**config.mk**
```make
export PLATFORM = sky130hd
export DESIGN_NAME = pidact_ctrl
export DESIGN_NICKNAME = d
export VERILOG_FILES = /design/src/hdl/position_pid_actuator_unit_assert.svh /design/src/hdl/pidact_pkg.sv /design/src/hdl/pidact_ctrl.sv
export SDC_FILE = /design/constraint.sdc
export NUM_CORES = 1
export LEC_CHECK = 0
export BUFFER_PORTS_ARGS = -buffer_cell sky130_fd_sc_hd__buf_2
export CAP_MARGIN = 20
export CORE_MARGIN = 10
export CORE_UTILIZATION = 35
export DETAILED_ROUTE_END_ITERATION = 12
export RECOVER_POWER = 25
export SKIP_CTS_REPAIR_TIMING = 1
export SLEW_MARGIN = 25
export SYNTH_ARGS = -nofsm -noshare
export SYNTH_HDL_FRONTEND = slang
export SYNTH_SLANG_ARGS = --single-unit
```
**constraint.sdc**
```tcl
create_clock -name clk -period 2.7 [get_ports clk]
set_clock_uncertainty 0.2 [all_clocks]
set_input_delay 0.54 -clock clk [delete_from_list [all_inputs] [get_ports clk]]
set_output_delay 0.54 -clock clk [all_outputs]
set_load 0.05 [all_outputs]
```
**src/hdl/position_pid_actuator_unit_assert.svh**
```systemverilog
// ----------------------------------------------------------------------------
// position_pid_actuator_unit_assert
// Assertion macros for the actuator position controller. Simulation only.
// ----------------------------------------------------------------------------
`ifndef POSITION_PID_ACTUATOR_UNIT_ASSERT_SVH
`define POSITION_PID_ACTUATOR_UNIT_ASSERT_SVH
`ifndef SYNTHESIS
// same-cycle implication or plain property
`define PPA_ASSERT(name, prop, msg) \
	name: assert property (@(posedge clk) disable iff (!arst_n) prop) else $error(msg);
// trigger in this cycle, consequence in the next
`define PPA_ASSERT_NEXT(name, trig, cons, msg) \
	name: assert property (@(posedge clk) disable iff (!arst_n) (trig) |=> (cons)) \
		else $error(msg);
`else
`define PPA_ASSERT(name, prop, msg)
`define PPA_ASSERT_NEXT(name, trig, cons, msg)
`endif
`endif

```
**src/hdl/pidact_pkg.sv**
```systemverilog
// ----------------------------------------------------------------------------
// pidact_pkg
// Shared types and constants of the actuator position controller.
// ----------------------------------------------------------------------------
package pidact_pkg;

	localparam int ADC_BITS     = 10;
	localparam int LENGTH_BITS  = 12;
	localparam int GAIN_BITS    = 32;
	localparam int ACC_I_BITS   = 32;
	localparam int DRIVE_BITS   = 9;

	// apb register file
	localparam int ADDR_BITS    = 5;
	localparam int DATA_BITS    = 32;
	localparam int REG_IDX_BITS = 3;

	localparam logic [REG_IDX_BITS-1:0] REG_POT_MIN    = 3'd0;
	localparam logic [REG_IDX_BITS-1:0] REG_POT_MAX    = 3'd1;
	localparam logic [REG_IDX_BITS-1:0] REG_LENGTH_MIN = 3'd2;
	localparam logic [REG_IDX_BITS-1:0] REG_LENGTH_MAX = 3'd3;
	localparam logic [REG_IDX_BITS-1:0] REG_GAIN_P     = 3'd4;
	localparam logic [REG_IDX_BITS-1:0] REG_GAIN_I     = 3'd5;
	localparam logic [REG_IDX_BITS-1:0] REG_GAIN_D     = 3'd6;

	localparam logic [ADC_BITS-1:0]    POT_MIN_RST    = 10'd0;
	localparam logic [ADC_BITS-1:0]    POT_MAX_RST    = 10'd1023;
	localparam logic [LENGTH_BITS-1:0] LENGTH_MIN_RST = 12'd0;
	localparam logic [LENGTH_BITS-1:0] LENGTH_MAX_RST = 12'd4095;
	localparam logic [GAIN_BITS-1:0]   GAIN_P_RST     = 32'h0001_0000;
	localparam logic [GAIN_BITS-1:0]   GAIN_I_RST     = 32'h0000_0000;
	localparam logic [GAIN_BITS-1:0]   GAIN_D_RST     = 32'h0000_0000;

	// operation codes
	localparam logic [1:0] OP_TICK       = 2'd0;
	localparam logic [1:0] OP_SET_TARGET = 2'd1;
	localparam logic [1:0] OP_STOP       = 2'd2;

	// datapath widths
	localparam int DIV_BITS     = ADC_BITS + LENGTH_BITS;
	localparam int DIV_CNT_BITS = $clog2(DIV_BITS);
	localparam int NUM_BITS     = ADC_BITS + LENGTH_BITS + 2;
	localparam int LENW_BITS    = DIV_BITS + 2;
	localparam int ERR_BITS     = LENGTH_BITS + 1;
	localparam int DERR_BITS    = ERR_BITS + 1;
	localparam int PROD_BITS    = GAIN_BITS + ACC_I_BITS + 1;
	localparam int TERM_BITS    = 42;
	localparam int ACC_BITS     = 43;
	localparam int FRAC_BITS    = 16;

	localparam logic signed [PROD_BITS-1:0] TERM_POS = 65'sh100_0000_0000;
	localparam logic signed [PROD_BITS-1:0] TERM_NEG = -65'sh100_0000_0000;
	localparam logic [ACC_BITS-1:0]         ROUND_HALF = 43'd32768;
	localparam logic [7:0]                  DRIVE_MAX  = 8'd255;

	typedef struct packed {
		logic [1:0]             op;
		logic [ADC_BITS-1:0]    pot_sample;
		logic [LENGTH_BITS-1:0] target_length;
	} in_item_t;

	typedef struct packed {
		logic signed [DRIVE_BITS-1:0] drive;
		logic                         fault;
		logic [LENGTH_BITS-1:0]       measured_length;
	} out_item_t;

	typedef struct packed {
		logic [ADC_BITS-1:0]    pot_min;
		logic [ADC_BITS-1:0]    pot_max;
		logic [LENGTH_BITS-1:0] length_min;
		logic [LENGTH_BITS-1:0] length_max;
		logic [GAIN_BITS-1:0]   gain_p;
		logic [GAIN_BITS-1:0]   gain_i;
		logic [GAIN_BITS-1:0]   gain_d;
	} cfg_t;

	typedef enum logic [2:0] {
		ST_IDLE,
		ST_MAP,
		ST_DIV,
		ST_CHECK,
		ST_MUL,
		ST_ACC,
		ST_ROUND,
		ST_EMIT
	} ctrl_state_t;

	typedef enum logic [1:0] {
		TERM_P,
		TERM_I,
		TERM_D
	} term_t;

	typedef enum logic [1:0] {
		RES_HOLD,
		RES_STOP,
		RES_FAULT,
		RES_PID
	} res_t;

	typedef struct packed {
		logic  cap_in;
		logic  set_target;
		logic  map_en;
		logic  div_step;
		logic  check_en;
		logic  mul_en;
		term_t mul_term;
		logic  acc_clear;
		logic  acc_en;
		res_t  res_set;
		logic  load_out;
	} cmd_t;

	typedef struct packed {
		logic empty_range;
		logic len_bad;
		logic out_free;
	} sts_t;

endpackage

```
**src/hdl/pidact_ctrl.sv**
```systemverilog
// ----------------------------------------------------------------------------
// pidact_ctrl
// Sequencer: decodes items and steps the datapath through map, divide,
// check, multiply-accumulate and round.
// ----------------------------------------------------------------------------
module pidact_ctrl (
	input  logic              clk,
	input  logic              arst_n,
	input  logic              req_valid,
	output logic              req_ready,
	input  logic [1:0]        req_op,
	input  pidact_pkg::sts_t  sts,
	output pidact_pkg::cmd_t  cmd
);

	localparam int CntBits = pidact_pkg::DIV_CNT_BITS;
	localparam logic [CntBits-1:0] DivLast = CntBits'(pidact_pkg::DIV_BITS - 1);

	pidact_pkg::ctrl_state_t state_q, state_d;
	logic [CntBits-1:0]      cnt_q, cnt_d;
	pidact_pkg::term_t       term_q, term_d;

	always_ff @(posedge clk or negedge arst_n) begin
		if (!arst_n) begin
			state_q <= pidact_pkg::ST_IDLE;
			cnt_q   <= '0;
			term_q  <= pidact_pkg::TERM_P;
		end else begin
			state_q <= state_d;
			cnt_q   <= cnt_d;
			term_q  <= term_d;
		end
	end

	always_comb begin
		state_d      = state_q;
		cnt_d        = cnt_q;
		term_d       = term_q;
		cmd          = '0;
		cmd.mul_term = term_q;
		cmd.res_set  = pidact_pkg::RES_HOLD;
		req_ready    = 1'b0;
		unique case (state_q)
			pidact_pkg::ST_IDLE: begin
				req_ready = 1'b1;
				if (req_valid) begin
					cmd.cap_in = 1'b1;
					unique case (req_op)
						pidact_pkg::OP_TICK: begin
							// empty pot range faults without mapping
							if (sts.empty_range) begin
								cmd.res_set = pidact_pkg::RES_FAULT;
								state_d     = pidact_pkg::ST_EMIT;
							end else begin
								state_d = pidact_pkg::ST_MAP;
							end
						end
						pidact_pkg::OP_SET_TARGET: cmd.set_target = 1'b1;
						pidact_pkg::OP_STOP: begin
							cmd.res_set = pidact_pkg::RES_STOP;
							state_d     = pidact_pkg::ST_EMIT;
						end
						default: ;
					endcase
				end
			end
			pidact_pkg::ST_MAP: begin
				cmd.map_en = 1'b1;
				cnt_d      = '0;
				state_d    = pidact_pkg::ST_DIV;
			end
			pidact_pkg::ST_DIV: begin
				cmd.div_step = 1'b1;
				cnt_d        = cnt_q + 1'b1;
				if (cnt_q == DivLast) begin
					state_d = pidact_pkg::ST_CHECK;
				end
			end
			pidact_pkg::ST_CHECK: begin
				if (sts.len_bad) begin
					cmd.res_set = pidact_pkg::RES_FAULT;
					state_d     = pidact_pkg::ST_EMIT;
				end else begin
					cmd.check_en  = 1'b1;
					cmd.acc_clear = 1'b1;
					term_d        = pidact_pkg::TERM_P;
					state_d       = pidact_pkg::ST_MUL;
				end
			end
			pidact_pkg::ST_MUL: begin
				// the product of the previous term is accumulated here
				cmd.mul_en = 1'b1;
				cmd.acc_en = (term_q != pidact_pkg::TERM_P);
				unique case (term_q)
					pidact_pkg::TERM_P: term_d = pidact_pkg::TERM_I;
					pidact_pkg::TERM_I: term_d = pidact_pkg::TERM_D;
					default:            state_d = pidact_pkg::ST_ACC;
				endcase
			end
			pidact_pkg::ST_ACC: begin
				cmd.acc_en = 1'b1;
				state_d    = pidact_pkg::ST_ROUND;
			end
			pidact_pkg::ST_ROUND: begin
				cmd.res_set = pidact_pkg::RES_PID;
				state_d     = pidact_pkg::ST_EMIT;
			end
			pidact_pkg::ST_EMIT: begin
				if (sts.out_free) begin
					cmd.load_out = 1'b1;
					state_d      = pidact_pkg::ST_IDLE;
				end
			end
			default: state_d = pidact_pkg::ST_IDLE;
		endcase
	end

endmodule

```
==> results of run 1 <==
[kinds of logic after synthesis]
group,after synthesis,share of synthesized area
fa+ha+maj,2,0.0364
mux,5,0.0982
buf+inv,11,0.0709
compound gates,19,0.173
simple gates,32,0.258
flops,10,0.364
[layer usage]
| metal | vias to the layer above | wire length (um) |
|---|---|---|
| li1 | 328 | - |
| met1 | 286 | 807 |
| met2 | 13 | 745 |
| met3 | 5 | 115 |
| met4 | 0 | 18 |
| met5 | - | 0 |
[worst paths after layout]
path                            start    endpoint  slack, ns  cells past startpoint
max in group asynchronous      arst_n  state_q[1]       1.39                      2
min reg2reg                  cnt_q[4]    cnt_q[4]       0.29                      1
min in group asynchronous      arst_n  state_q[2]       0.56                      2
max reg2reg                state_q[2]    cnt_q[2]       0.85                      3
max                        state_q[2]      cmd[9]       0.20                      3
min                          cnt_q[4]    cnt_q[4]       0.29                      1
[cell type report]
class | count | area [um2] | share of cell area
clock buffers | 4 | 36.3 | 0.0417
flip-flops and latches | 10 | 250 | 0.287
well taps | 25 | 31.3 | 0.0359
repair buffers | 22 | 114 | 0.131
inverters | 6 | 22.5 | 0.0259
multi-input cells | 58 | 417 | 0.478
[flip-flops by register name, summed over array words and instances (netlist names)]
signal / count
state_q: 3
term_q: 2
cnt_q: 5
[worst max-delay path, stage by stage, from the launching register on]
cell and delay, ns:
dfrtp_1 0.54, or3b_1 0.56, inv_2 0.12, buf_2 0.27
[through the flow]
stage	hold WS, ns	setup WS [ns]
after floorplan	0.0444	-0.0239
after global placement	0.212	0.479
after detailed placement	0.211	0.485
after CTS	-0.0779	0.194
after global routing	0.348	0.0958
final	0.291	0.202
[cells in the final DEF, fill, tap and decap left out, types with 2 or more instances in the layout]
cell type / Yosys / layout
a21oi_1: 3 / 3
a31oi_1: 3 / 3
and2_1: 3 / 2
buf_2: 3 / 20
clkbuf_4: 0 / 3
dfrtp_1: 10 / 10
ha_1: 2 / 2
inv_1: 5 / 5
mux2i_1: 3 / 3
nand2_1: 6 / 6
nand2b_1: 2 / 2
nand3_1: 3 / 3
nand4_1: 2 / 2
nor2_1: 4 / 4
nor2b_1: 3 / 3
nor3_1: 3 / 2
o21ai_0: 4 / 4
o21ai_1: 2 / 2
or3b_1: 2 / 2
[power groups by stage]
stage                     clock, mW  combinational [mW]  sequential, mW
after floorplan                   0               0.485           0.287
after detailed placement          0               0.566           0.323
after global routing          0.142               0.615           0.337
final                         0.132               0.566           0.323
after CTS                     0.137               0.568           0.320
after global placement            0               0.566           0.320
==> impl_metrics.yaml, run 1 <==
logic_synthesis:
  synth_edf_count: 0
  yosysSeqAreaShare: 0.364
  ys.warnings.count: 0
  synth.avg_cell_area_um2: 8.71
  ys_ff_latch: 10
  yosys.area.top_type: "dfrtp_1"
  synth_area_um2: 688
  syn_nets: 89
  netlist_top_cells_area: "dfrtp_1 36%, mux2i_1 4.4%, ha_1 3.6%, mux2i_4 3.3%, nand2_1 3.3%"
  netlist-cell-type-count: 34
  ys_top_cells_by_count: "10 x dfrtp_1, 6 x nand2_1, 5 x inv_1"
  ys_async_sr_fraction: 1.00
  yosysTopAreaCellShare: 0.364
  synth_cells: 79
  ys.flop_type: "dfrtp_1"
  synth_most_common_cell: "dfrtp_1"
finish:
  n_antenna_cell: 0
  finalInstanceArea_um2: 871
  fin_cells: 125
  finalCoreUtilization: 0.483
  fill_cells: 185
  areaGrowthSynthToFinish_pct: 26.5
  layout-drive-gt1-share: 0.300
  nets: 111
setup_path:
  cp_data_required_time_ns: 1.96
  start_kind: "flop"
  cp-end-kind: "output port"
  arrival_ns: 1.76
  cp_max_fo: 13
  critPathKind: "flop to output port"
clock_network:
  cts-root-buf: "clkbuf_4"
  cts_htree_levels: 1
  cts_buffers: 3
  cts.sinks: 10
  clk_pin_slew_ns: 0.06
  cts_tree: "built"
  clock_path_buffers: 2
  clkLatencyLatePin_ns: 0.26
die:
  initial_core_util: 0.382
  num_rows: 15
  io_pins: 22
  die_area_um2: 4140
  dieWidth_um: 64.3
  core_um2: 1800
  fp.dieH_um: 64.3
global_route:
  grt_pass1_vias: 596
  gr-total-overflow: 0
  grt_pass1_wl_um: 2890
  busiest_layer: "met2"
  grtUsageMet2: 0.126
  antenna_found_initial: 0
  grt_max_degree: 14
  grt_use_met3: 0.0470
  use_met1: 0.107
  grtUsageTotal: 0.0876
pwr:
  power_switching_mw: 0.561
  p_seq_frac: 0.317
  peakVddDrop_v: 0.000551
  power_mw: 1.02
  internal-power_mw: 0.459
  leakage_nw: 0.437
  p_clk_frac: 0.129
  sw_frac_of_total: 0.550
  power_density_nw_per_um2: 1170
  combPwrFrac: 0.554
sta:
  hold_viol_final: 0
  finalCritPeriodShare: 0.925
  fmax_ghz: 0.400
  max_slew_margin: 0.622
  rsz0062_at_grt: "false"
  maxSlewViolCount: 0
  worst_pin_slew_ns: 0.552
  tns_ns: 0
  min_period_ns: 2.50
  finalSetupViolCount: 0
run_status:
  status: "finished, final reports clean"
routing:
  routedWlPerCell_um: 13.5
  drt.antenna.violating_nets: 0
  first_pass_iters: 3
  vias: 632
  remaining_drc_errors: 0
  avgViaCountPerCell: 5.06
  drt_iter0_drc: 22
  wirelength_um: 1690
run:
  cap_violations: 0
placement:
  placed_cell_area_um2: 826
  placed_cells: 120
  gp_congestion: 0.736
  portBuffers: 21
  dp_hpwl_um: 1330
worst_hold_path:
  hp-class: "flop to flop"
Note: power is estimated with default switching activity, not from simulation.
==> inputs of run 2 (changes only) <==
--- a/config.mk
+++ b/config.mk
@@ -10,6 +10,7 @@
 export CORE_MARGIN = 10
 export CORE_UTILIZATION = 35
 export DETAILED_ROUTE_END_ITERATION = 12
+export PLACE_DENSITY = 0.61
 export RECOVER_POWER = 25
 export SKIP_CTS_REPAIR_TIMING = 1
 export SLEW_MARGIN = 25
==> impl_metrics.yaml, run 2 (synthesis results as in run 1) <==
placement:
  gp_congestion: 0.771
  pre_cts_ws_ns: 0.464
  placed_cell_area_um2: 826
  dp_hpwl_um: 1320
  portBuffers: 21
pwr:
  leakage_nw: 0.437
  peakVddDrop_v: 0.000578
  power_density_nw_per_um2: 1160
sta:
  tns_ns: 0
  finalCritPeriodShare: 0.926
  max_slew_margin: 0.594
  setup_slack_ns: 0.200
  hold_viol_final: 0
  rsz0062_at_grt: "false"
  finalSetupViolCount: 0
  maxSlewViolCount: 0
  min_period_ns: 2.50
  worst_pin_slew_ns: 0.594
  fmax_ghz: 0.400
clock_network:
  clkLatencyLatePin_ns: 0.26
  clock_path_buffers: 2
  cts_tree: "built"
  clk_pin_slew_ns: 0.06
  cts.sinks: 10
  cts_htree_levels: 1
  cts-root-buf: "clkbuf_4"
  cts_buffers: 3
global_route:
  antenna_found_initial: 0
  grt_pass1_wl_um: 2810
  grt_pass1_vias: 584
  gr-total-overflow: 0
  grt_max_degree: 14
  grtUsageTotal: 0.0823
die:
  dieWidth_um: 64.3
  initial_core_util: 0.382
  io_pins: 22
  die_area_um2: 4140
  core_um2: 1800
  fp.dieH_um: 64.3
  num_rows: 15
finish:
  layout_common_cells: "20 x buf_2, 10 x dfrtp_1, 6 x nand2_1"
  largest_reg_flops: 5
  largest_registers: "cnt_q: 5 flops, state_q: 3 flops, term_q: 2 flops"
  layout-drive-gt1-share: 0.300
  final_common_cell: "buf_2"
  top_register: "cnt_q"
  finalCoreUtilization: 0.483
  areaGrowthSynthToFinish_pct: 26.5
  nets: 111
  finalInstanceArea_um2: 871
  n_antenna_cell: 0
  fill_cells: 191
setup_path:
  start_kind: "flop"
  cp_data_required_time_ns: 1.96
  arrival_ns: 1.76
  r2r_cells: 3
  cp-end-kind: "output port"
  cp_max_fo: 13
  critPathKind: "flop to output port"
run_status:
  status: "finished, final reports clean"
routing:
  remaining_drc_errors: 0
  first_pass_iters: 4
  vias: 642
  avgViaCountPerCell: 5.14
  drt_iter0_drc: 20
  wirelength_um: 1640
  routedWlPerCell_um: 13.1
  drt.antenna.violating_nets: 0
run:
  cap_violations: 0
worst_hold_path:
  hp-class: "flop to flop"
  hold_depth: 1
-- run 2: cell counts in the layout (fill, tap and decap cells not counted) --
No cell type changed its count.
-- run 2: area by class of cell --
| cell class | instances | area [um2] | area share |
|---|---|---|---|
| Tap cell | 25 | 31.3 | 0.0359 |
| Sequential cell | 10 | 250 | 0.287 |
| Inverter | 6 | 22.5 | 0.0259 |
| Clock buffer | 4 | 36.3 | 0.0417 |
| Timing Repair Buffer | 22 | 114 | 0.131 |
| Multi-Input combinational cell | 58 | 417 | 0.478 |
-- run 2: per-stage QoR --
stage	std cells	power (mW)	hold WS [ns]
6_report	125	1.01	0.285
5_1_grt	125	1.09	0.311
4_1_cts	124	1.02	-0.0748
3_5_place_dp	120	0.889	0.212
3_3_place_gp	120	0.885	0.210
2_1_floorplan	79	0.773	0.0444
-- run 2: final timing paths --
path	startpoint	endpoint	slack, ns
max in group asynchronous	arst_n	state_q[2]	1.41
min in group asynchronous	arst_n	state_q[1]	0.55
worst min-delay path	cnt_q[4]	cnt_q[4]	0.28
worst max-delay path	state_q[2]	cmd[9]	0.20
worst max register to register	state_q[2]	state_q[0]	0.82
worst min register to register	cnt_q[4]	cnt_q[4]	0.28
-- run 2: worst max-delay path, cell delays in order, from the launching register on --
cell	delay (ns)
dfrtp_1	0.54
or3b_1	0.56
inv_2	0.13
buf_2	0.27
-- run 2: metal layers --
| metal | part of all wire | global-route usage |
|---|---|---|
| met5 | 0 | 0 |
| met4 | 0 | 0.00802 |
| met3 | 0.077 | 0.0470 |
| met2 | 0.44 | 0.112 |
| met1 | 0.49 | 0.112 |
-- run 2: power breakdown --
group,total (mW),leakage [nW],internal (mW),switching (mW)
Combinational,0.565,0.292,0.178,0.387
Sequential,0.318,0.123,0.200,0.118
Clock,0.131,0.0210,0.0818,0.0493
Total,1.01,0.437,0.460,0.555
