--- config.mk ---
export PLATFORM = sky130hd
export DESIGN_NAME = pidact_regs
export DESIGN_NICKNAME = d
export VERILOG_FILES = /design/src/hdl/position_pid_actuator_unit_assert.svh /design/src/hdl/pidact_pkg.sv /design/src/hdl/pidact_regs.sv
export SDC_FILE = /design/constraint.sdc
export NUM_CORES = 1
export LEC_CHECK = 0
export BUFFER_PORTS_ARGS = -buffer_cell sky130_fd_sc_hd__buf_2
export CAP_MARGIN = 20
export CORE_MARGIN = 5
export CORE_UTILIZATION = 45
export DETAILED_ROUTE_END_ITERATION = 10
export GPL_TIMING_DRIVEN = 0
export PLACE_DENSITY = 0.79
export SETUP_SLACK_MARGIN = 0.2
export SYNTH_ARGS = -nofsm -noshare
export SYNTH_HDL_FRONTEND = slang
export SYNTH_SLANG_ARGS = --single-unit
--- constraint.sdc ---
create_clock -name clk -period 1.3 [get_ports clk]
set_input_delay 0.13 -clock clk [delete_from_list [all_inputs] [get_ports clk]]
set_output_delay 0.13 -clock clk [all_outputs]
set_load 0.005 [all_outputs]
--- src/hdl/position_pid_actuator_unit_assert.svh ---
// ----------------------------------------------------------------------------
// position_pid_actuator_unit_assert
// Assertion macros for the actuator position controller. Simulation only.
// ----------------------------------------------------------------------------
`ifndef POSITION_PID_ACTUATOR_UNIT_ASSERT_SVH
`define POSITION_PID_ACTUATOR_UNIT_ASSERT_SVH
`ifndef SYNTHESIS
// same-cycle implication or plain property
`define PPA_ASSERT(name, prop, msg) \
	name: assert property (@(posedge clk) disable iff (!arst_n) prop) else $error(msg);
// trigger in this cycle, consequence in the next
`define PPA_ASSERT_NEXT(name, trig, cons, msg) \
	name: assert property (@(posedge clk) disable iff (!arst_n) (trig) |=> (cons)) \
		else $error(msg);
`else
`define PPA_ASSERT(name, prop, msg)
`define PPA_ASSERT_NEXT(name, trig, cons, msg)
`endif
`endif

--- src/hdl/pidact_pkg.sv ---
// ----------------------------------------------------------------------------
// pidact_pkg
// Shared types and constants of the actuator position controller.
// ----------------------------------------------------------------------------
package pidact_pkg;

	localparam int ADC_BITS     = 10;
	localparam int LENGTH_BITS  = 12;
	localparam int GAIN_BITS    = 32;
	localparam int ACC_I_BITS   = 32;
	localparam int DRIVE_BITS   = 9;

	// apb register file
	localparam int ADDR_BITS    = 5;
	localparam int DATA_BITS    = 32;
	localparam int REG_IDX_BITS = 3;

	localparam logic [REG_IDX_BITS-1:0] REG_POT_MIN    = 3'd0;
	localparam logic [REG_IDX_BITS-1:0] REG_POT_MAX    = 3'd1;
	localparam logic [REG_IDX_BITS-1:0] REG_LENGTH_MIN = 3'd2;
	localparam logic [REG_IDX_BITS-1:0] REG_LENGTH_MAX = 3'd3;
	localparam logic [REG_IDX_BITS-1:0] REG_GAIN_P     = 3'd4;
	localparam logic [REG_IDX_BITS-1:0] REG_GAIN_I     = 3'd5;
	localparam logic [REG_IDX_BITS-1:0] REG_GAIN_D     = 3'd6;

	localparam logic [ADC_BITS-1:0]    POT_MIN_RST    = 10'd0;
	localparam logic [ADC_BITS-1:0]    POT_MAX_RST    = 10'd1023;
	localparam logic [LENGTH_BITS-1:0] LENGTH_MIN_RST = 12'd0;
	localparam logic [LENGTH_BITS-1:0] LENGTH_MAX_RST = 12'd4095;
	localparam logic [GAIN_BITS-1:0]   GAIN_P_RST     = 32'h0001_0000;
	localparam logic [GAIN_BITS-1:0]   GAIN_I_RST     = 32'h0000_0000;
	localparam logic [GAIN_BITS-1:0]   GAIN_D_RST     = 32'h0000_0000;

	// operation codes
	localparam logic [1:0] OP_TICK       = 2'd0;
	localparam logic [1:0] OP_SET_TARGET = 2'd1;
	localparam logic [1:0] OP_STOP       = 2'd2;

	// datapath widths
	localparam int DIV_BITS     = ADC_BITS + LENGTH_BITS;
	localparam int DIV_CNT_BITS = $clog2(DIV_BITS);
	localparam int NUM_BITS     = ADC_BITS + LENGTH_BITS + 2;
	localparam int LENW_BITS    = DIV_BITS + 2;
	localparam int ERR_BITS     = LENGTH_BITS + 1;
	localparam int DERR_BITS    = ERR_BITS + 1;
	localparam int PROD_BITS    = GAIN_BITS + ACC_I_BITS + 1;
	localparam int TERM_BITS    = 42;
	localparam int ACC_BITS     = 43;
	localparam int FRAC_BITS    = 16;

	localparam logic signed [PROD_BITS-1:0] TERM_POS = 65'sh100_0000_0000;
	localparam logic signed [PROD_BITS-1:0] TERM_NEG = -65'sh100_0000_0000;
	localparam logic [ACC_BITS-1:0]         ROUND_HALF = 43'd32768;
	localparam logic [7:0]                  DRIVE_MAX  = 8'd255;

	typedef struct packed {
		logic [1:0]             op;
		logic [ADC_BITS-1:0]    pot_sample;
		logic [LENGTH_BITS-1:0] target_length;
	} in_item_t;

	typedef struct packed {
		logic signed [DRIVE_BITS-1:0] drive;
		logic                         fault;
		logic [LENGTH_BITS-1:0]       measured_length;
	} out_item_t;

	typedef struct packed {
		logic [ADC_BITS-1:0]    pot_min;
		logic [ADC_BITS-1:0]    pot_max;
		logic [LENGTH_BITS-1:0] length_min;
		logic [LENGTH_BITS-1:0] length_max;
		logic [GAIN_BITS-1:0]   gain_p;
		logic [GAIN_BITS-1:0]   gain_i;
		logic [GAIN_BITS-1:0]   gain_d;
	} cfg_t;

	typedef enum logic [2:0] {
		ST_IDLE,
		ST_MAP,
		ST_DIV,
		ST_CHECK,
		ST_MUL,
		ST_ACC,
		ST_ROUND,
		ST_EMIT
	} ctrl_state_t;

	typedef enum logic [1:0] {
		TERM_P,
		TERM_I,
		TERM_D
	} term_t;

	typedef enum logic [1:0] {
		RES_HOLD,
		RES_STOP,
		RES_FAULT,
		RES_PID
	} res_t;

	typedef struct packed {
		logic  cap_in;
		logic  set_target;
		logic  map_en;
		logic  div_step;
		logic  check_en;
		logic  mul_en;
		term_t mul_term;
		logic  acc_clear;
		logic  acc_en;
		res_t  res_set;
		logic  load_out;
	} cmd_t;

	typedef struct packed {
		logic empty_range;
		logic len_bad;
		logic out_free;
	} sts_t;

endpackage

--- src/hdl/pidact_regs.sv ---
// ----------------------------------------------------------------------------
// pidact_regs
// APB register file holding calibration, limits and gains.
// ----------------------------------------------------------------------------
module pidact_regs (
	input  logic                                clk,
	input  logic                                arst_n,
	input  logic                                psel,
	input  logic                                penable,
	input  logic                                pwrite,
	input  logic [pidact_pkg::ADDR_BITS-1:0]    paddr,
	input  logic [pidact_pkg::DATA_BITS-1:0]    pwdata,
	output logic [pidact_pkg::DATA_BITS-1:0]    prdata,
	output logic                                pready,
	output pidact_pkg::cfg_t                    cfg
);

	localparam int AdcBits = pidact_pkg::ADC_BITS;
	localparam int LenBits = pidact_pkg::LENGTH_BITS;
	localparam int DataBits = pidact_pkg::DATA_BITS;
	localparam int AddrBits = pidact_pkg::ADDR_BITS;

	pidact_pkg::cfg_t                      cfg_q;
	logic [pidact_pkg::REG_IDX_BITS-1:0]   idx;
	logic                                  wr_en;

	assign idx    = paddr[AddrBits-1:2];
	assign wr_en  = psel & penable & pwrite;
	assign pready = 1'b1;
	assign cfg    = cfg_q;

	always_ff @(posedge clk or negedge arst_n) begin
		if (!arst_n) begin
			cfg_q.pot_min    <= pidact_pkg::POT_MIN_RST;
			cfg_q.pot_max    <= pidact_pkg::POT_MAX_RST;
			cfg_q.length_min <= pidact_pkg::LENGTH_MIN_RST;
			cfg_q.length_max <= pidact_pkg::LENGTH_MAX_RST;
			cfg_q.gain_p     <= pidact_pkg::GAIN_P_RST;
			cfg_q.gain_i     <= pidact_pkg::GAIN_I_RST;
			cfg_q.gain_d     <= pidact_pkg::GAIN_D_RST;
		end else if (wr_en) begin
			unique case (idx)
				pidact_pkg::REG_POT_MIN:    cfg_q.pot_min    <= pwdata[AdcBits-1:0];
				pidact_pkg::REG_POT_MAX:    cfg_q.pot_max    <= pwdata[AdcBits-1:0];
				pidact_pkg::REG_LENGTH_MIN: cfg_q.length_min <= pwdata[LenBits-1:0];
				pidact_pkg::REG_LENGTH_MAX: cfg_q.length_max <= pwdata[LenBits-1:0];
				pidact_pkg::REG_GAIN_P:     cfg_q.gain_p     <= pwdata;
				pidact_pkg::REG_GAIN_I:     cfg_q.gain_i     <= pwdata;
				pidact_pkg::REG_GAIN_D:     cfg_q.gain_d     <= pwdata;
				default: ;
			endcase
		end
	end

	always_comb begin
		unique case (idx)
			pidact_pkg::REG_POT_MIN:    prdata = DataBits'(cfg_q.pot_min);
			pidact_pkg::REG_POT_MAX:    prdata = DataBits'(cfg_q.pot_max);
			pidact_pkg::REG_LENGTH_MIN: prdata = DataBits'(cfg_q.length_min);
			pidact_pkg::REG_LENGTH_MAX: prdata = DataBits'(cfg_q.length_max);
			pidact_pkg::REG_GAIN_P:     prdata = cfg_q.gain_p;
			pidact_pkg::REG_GAIN_I:     prdata = cfg_q.gain_i;
			pidact_pkg::REG_GAIN_D:     prdata = cfg_q.gain_d;
			default:                    prdata = '0;
		endcase
	end

endmodule

==> flow_summary.yaml, run 1 <==
final_layout:
  largest_reg_flops: 140
  filler_cell_count: 873
  multiInputGateArea_um2: 3330
  finalNetCount: 870
  final_util_pct: 72.9
  finalInstanceArea_um2: 10500
  area_growth_pct: 60.6
  seq_area_um2: 3530
  fin_cells: 1025
  drive_gt1_share_pct: 70.6
  antenna_cells: 0
die:
  die_h_um: 131
  die_w_um: 131
  core_um2: 14400
  io_pins: 215
  num_rows: 44
  dieArea_um2: 17100
  start_util_pct: 45.4
sta:
  finalCriticalPeriod_ns: 1.70
  max_freq_ghz: 0.589
  rsz0062_at_grt: "yes"
  setup_slack_ns: -0.398
  fin_skew_ns: 0
  setup_viol: 35
  hold_ws_ns: -0.329
  relSlewSlack_pct: 49.0
  drv_slew: 0
  fin_crit_sh_pct: 131
  worstMarginPinSlew_ns: 0.765
  final_hold_viol_count: 53
  fin_tns_setup_ns: -9.13
critical_path:
  crit_type: "flip-flop to output pin"
  critPathMaxFanout: 2
  crit_start: "cfg[133]$_DFFE_PN0P_"
  critPathLaunchType: "flip-flop"
  reg2reg_from: "cfg[59]$_DFFE_PN0P_"
  required_ns: 1.17
  r2r_cells: 4
  crit_arrival_ns: 1.57
  endpoint_kind: "output pin"
clock_tree:
  cts-buffers-inserted: 17
  cts_sinks: 140
  postCtsHoldBufs: 20
  cts_buffer_depth: 2
  cts_tree: "done"
  path_clk_slew_ns: 0.06
  insertion_delay_ns: 0.41
  root_buffer: "clkbuf_16"
  ctsHtreeMaxLevel: 4
synth:
  syn_inst: 495
  synth.distinct_cells: 31
  yosys-top-cells-area: "dfrtp_1 45%, mux2_2 26%, dfstp_2 9.2%"
  ys_seq_area_share_pct: 53.9
  synth.top_cells.by_count: "152 x mux2_2, 117 x dfrtp_1, 31 x mux2i_1, 31 x nand2_1, 26 x a21oi_1"
  async_flop_share_pct: 100
  yosys-mux-area-fraction_pct: 31.6
  synthXorXnorAreaFrac_pct: 0
  synth_fa_ha_area_share_pct: 0
  synth_simple_gate_area_share_pct: 7.13
  yosys.area.top_type: "dfrtp_1"
  synth_top_family_by_area: "multiplexers"
  syn_avg_cell_area_um2: 13.2
  synth_nets: 537
  ys_seq_elements: 140
  yosysWarnings: 0
  yosysTopAreaCellShare_pct: 44.7
  synth.most_common_cell: "mux2_2"
  synth_compound_gate_area_share_pct: 4.78
  ys.flop_type: "dfrtp_1"
  synth_edf_count: 0
  synthesis.area_um2: 6550
pwr:
  p_leak_nw: 5.18
  power_frac_seq_pct: 37.3
  pwr-share-clk_pct: 31.8
  power_frac_comb_pct: 30.9
  switching_share_pct: 27.3
  vdd.ir_drop.worst_mv: 0.900
  p_int_mw: 11.9
  net-switching-power_mw: 4.45
  pwr_density_cell_nw_per_um2: 1550
grt:
  grt_max_degree: 84
  overflow: 0
  grt_pass1_wl_um: 32700
  track_usage_pct: 25.5
  antenna_found_initial: 1
  grt_pass1_vias: 5806
route:
  route.detailed.drc: 0
  ant_nets: 0
  num_vias: 5691
  drt_wl_total_um: 23700
  vias_per_cell: 5.55
  post_drt_wl_per_cell_um: 23.2
  drt-initial-drc-count: 287
  drt_pass1_iterations: 4
placed_design:
  dpl.hpwl_um: 14000
  gp_congestion: 0.833
  port_buffers: 210
  post_dp_cell_area_um2: 8290
  dp_cells: 890
  place_ws_ns: -0.859
run:
  drv_cap: 0
run_status:
  violations: "negative hold slack, negative setup slack"
  status: "finished, violations left"
worst_hold_path:
  hold_path.class: "input port to async pin"
power by group through the flow:
stage	logic (mW)	registers, mW	clock network (mW)
2_1_floorplan	1.63	6.03	0
3_3_place_gp	3.14	6.01	0
3_5_place_dp	3.25	6.09	0
4_1_cts	4.08	5.99	5.21
5_1_grt	5.36	6.16	5.46
6_report	5.03	6.08	5.19
kinds of logic after synthesis:
group,after synthesis
buf+inv,35
flops,140
other cells,1
simple gates,83
mux,187
compound gates,49
through the flow:
stage	hold slack [ns]	total power, mW
after floorplan	-0.166	7.65
after global placement	0.387	9.15
after detailed placement	0.138	9.33
after CTS	-0.307	15.3
after global routing	-0.283	17.0
final	-0.329	16.3
critical path: stages, from the launching register on:
cell and delay, ns:
dfrtp_1 0.39, mux2_4 0.30, a21oi_4 0.15, o221ai_1 0.13
buf_2 0.17
metal layers:
| metal | track usage (%) | routed length [um] |
|---|---|---|
| met1 | 31.7 | 9420 |
| met2 | 43.8 | 12300 |
| met3 | 6.02 | 1520 |
| met4 | 8.47 | 496 |
| met5 | 0 | 7 |
repair_timing:
action	CTS	global route
setup buffers	35	48
setup endpoints to repair	126	183
pin swaps	8	14
endpoints found under the hold margin	113	53
resized for setup	84	98
layout by cell type, fill, tap and decap left out, types with 5 or more instances in the layout:
cell type | netlist | layout
mux2_2 | 152 | 83
and3_1 | 5 | 5
buf_6 | 0 | 124
mux2_4 | 0 | 73
clkbuf_4 | 0 | 5
or2_4 | 0 | 14
nand2_1 | 31 | 31
dfrtp_1 | 117 | 117
clkbuf_16 | 0 | 17
mux2i_1 | 31 | 31
buf_2 | 17 | 158
buf_4 | 4 | 27
dfstp_2 | 23 | 23
a21oi_2 | 0 | 23
or2_2 | 20 | 6
buf_8 | 0 | 7
dlygate4sd3_1 | 0 | 20
layout make-up:
type,instances,share of cell area [%]
clock inverter,11,1.59
tap,184,2.19
sequential,140,33.6
clock buffer,21,4.38
timing repair buffer,314,23.5
inverter,1,0.0595
buffer,34,2.96
multi-input combinational,320,31.7
path summary, 6_finish.rpt:
check                           slack [ns]                    to
worst min register to register        0.53   cfg[68]$_DFFE_PN0P_
worst max-delay path                 -0.40             prdata[3]
worst min-delay path                 -0.33   cfg[61]$_DFFE_PN0P_
min in group clk                      0.02   cfg[43]$_DFFE_PN0P_
worst max register to register        0.16   cfg[59]$_DFFE_PN0P_
max in group asynchronous             0.77  cfg[106]$_DFFE_PN1P_
(Power assumes the default switching activity.)
==> inputs of run 2 (changes only) <==
--- a/config.mk
+++ b/config.mk
@@ -9,6 +9,7 @@
 export CAP_MARGIN = 20
 export CORE_MARGIN = 5
 export CORE_UTILIZATION = 45
+export CTS_BUF_LIST = sky130_fd_sc_hd__clkbuf_16
 export DETAILED_ROUTE_END_ITERATION = 10
 export GPL_TIMING_DRIVEN = 0
 export PLACE_DENSITY = 0.79
==> flow_summary.yaml, run 2 (synthesis results as in run 1) <==
die:
  die_w_um: 131
  die_h_um: 131
  num_rows: 44
  io_pins: 215
  core_um2: 14400
  dieArea_um2: 17100
  start_util_pct: 45.4
pwr:
  vdd.ir_drop.worst_mv: 0.902
  p_leak_nw: 5.17
  pwr_density_cell_nw_per_um2: 1540
  total_power_mw: 16.1
worst_hold_path:
  hold_path.class: "input port to async pin"
critical_path:
  crit_slowest_cell: "dfrtp_1"
  endpoint_kind: "output pin"
  crit_start: "cfg[133]$_DFFE_PN0P_"
  crit_type: "flip-flop to output pin"
  slowest_delay_ns: 0.40
  crit_chain: "mux2_4 -> a21oi_4 -> o221ai_1 -> buf_2"
  critPathMaxFanout: 2
  reg2reg_from: "cfg[59]$_DFFE_PN0P_"
  critPathLaunchType: "flip-flop"
  required_ns: 1.17
  crit_arrival_ns: 1.57
final_layout:
  area_growth_pct: 60.0
  finalNetCount: 867
  fin_cells: 1023
  drive_gt1_share_pct: 70.3
  largest_reg_flops: 140
  final_common_cell: "buf_2"
  final_util_pct: 72.7
  mostFrequentLayoutCells: "157 x buf_2, 121 x buf_6, 117 x dfrtp_1"
  finalInstanceArea_um2: 10500
grt:
  grt_pass1_vias: 5800
  overflow: 0
  grt_max_degree: 84
  grt_pass1_wl_um: 32600
  antenna_found_initial: 2
  track_usage_pct: 25.3
route:
  ant_nets: 0
  drt_pass1_iterations: 4
  drt_wl_total_um: 23400
  post_drt_wl_per_cell_um: 22.9
  vias_per_cell: 5.53
  drt-initial-drc-count: 313
  route.detailed.drc: 0
  num_vias: 5654
sta:
  hold_ws_ns: -0.333
  setup_slack_ns: -0.397
  max_freq_ghz: 0.589
  finalCriticalPeriod_ns: 1.70
  relSlewSlack_pct: 48.9
  worstMarginPinSlew_ns: 0.766
  final_hold_viol_count: 53
  drv_slew: 0
  fin_tns_setup_ns: -8.90
  setup_viol: 34
  rsz0062_at_grt: "yes"
  fin_crit_sh_pct: 131
  fin_skew_ns: 0
clock_tree:
  ctsHtreeMaxLevel: 4
  path_clk_slew_ns: 0.06
  insertion_delay_ns: 0.41
  cts_sinks: 140
  cts-buffers-inserted: 17
  cts_buffer_depth: 2
  cts_tree: "done"
  root_buffer: "clkbuf_16"
  postCtsHoldBufs: 20
run_status:
  status: "finished, violations left"
  violations: "negative hold slack, negative setup slack"
run:
  drv_cap: 0
placed_design:
  post_dp_cell_area_um2: 8290
  dp_cells: 890
  port_buffers: 210
  dpl.hpwl_um: 14000
  place_ws_ns: -0.859
  gp_congestion: 0.833
-- run 2: changes by cell type in the layout (fill, tap and decap cells not counted), moves of 2 or more --
cell / before / now
buf_6: 124 / 121
clkbuf_1: 4 / 2
clkbuf_8: 2 / 0
clkinv_1: 0 / 2
inv_1: 0 / 2
-- run 2: repair_timing --
item | in CTS | in global routing
setup buffers | 35 | 45
endpoints found under the hold margin | 113 | 53
endpoints found under the setup margin | 125 | 178
pin swaps | 9 | 12
gates resized for setup | 85 | 97
-- run 2: area by class of cell --
class | count | area (um2)
antenna | 1 | 2.50
buffer | 34 | 314
clock buffer | 17 | 425
clock inverter | 15 | 183
fill | 874 | 3940
inverter | 1 | 6.26
multi-input combinational | 320 | 3350
sequential | 140 | 3530
tap | 184 | 230
timing repair buffer | 311 | 2440
-- run 2: final timing paths --
| kind | endpoint | slack (ns) | depth (start not counted) |
|---|---|---|---|
| min in group clk | cfg[43]$_DFFE_PN0P_ | 0.02 | 2 |
| hold / removal | cfg[54]$_DFFE_PN0P_ | -0.33 | 1 |
| setup / recovery | prdata[3] | -0.40 | 4 |
| hold reg to reg | cfg[68]$_DFFE_PN0P_ | 0.53 | 1 |
| max in group asynchronous | cfg[103]$_DFFE_PN1P_ | 0.80 | 2 |
| setup reg to reg | cfg[59]$_DFFE_PN0P_ | 0.16 | 4 |
-- run 2: metal layers --
| layer | share of wire [%] | global-route usage (%) | vias to the layer above | wire, um |
|---|---|---|---|---|
| met3 | 6.7 | 5.85 | 39 | 1580 |
| met1 | 39 | 31.4 | 2917 | 9120 |
| met5 | 0.051 | 0 | - | 12 |
| met2 | 53 | 43.7 | 258 | 12300 |
| li1 | - | - | 2438 | - |
| met4 | 1.7 | 8.71 | 2 | 400 |
-- run 2: critical path: cells and delay by family, from the launching register on --
family | cells | cell delay [ns]
AOI/OAI and AO/OA | 2 | 0.27
buffers and inverters | 1 | 0.17
muxes | 1 | 0.30
DFF | 1 | 0.40
-- run 2: where the power goes --
part / leakage, nW / total, mW / internal (mW) / switching, mW
clock network: 0.300 / 5.07 / 3.18 / 1.89
registers: 1.74 / 6.07 / 5.32 / 0.746
logic: 3.13 / 4.98 / 3.19 / 1.79
total: 5.17 / 16.1 / 11.7 / 4.43
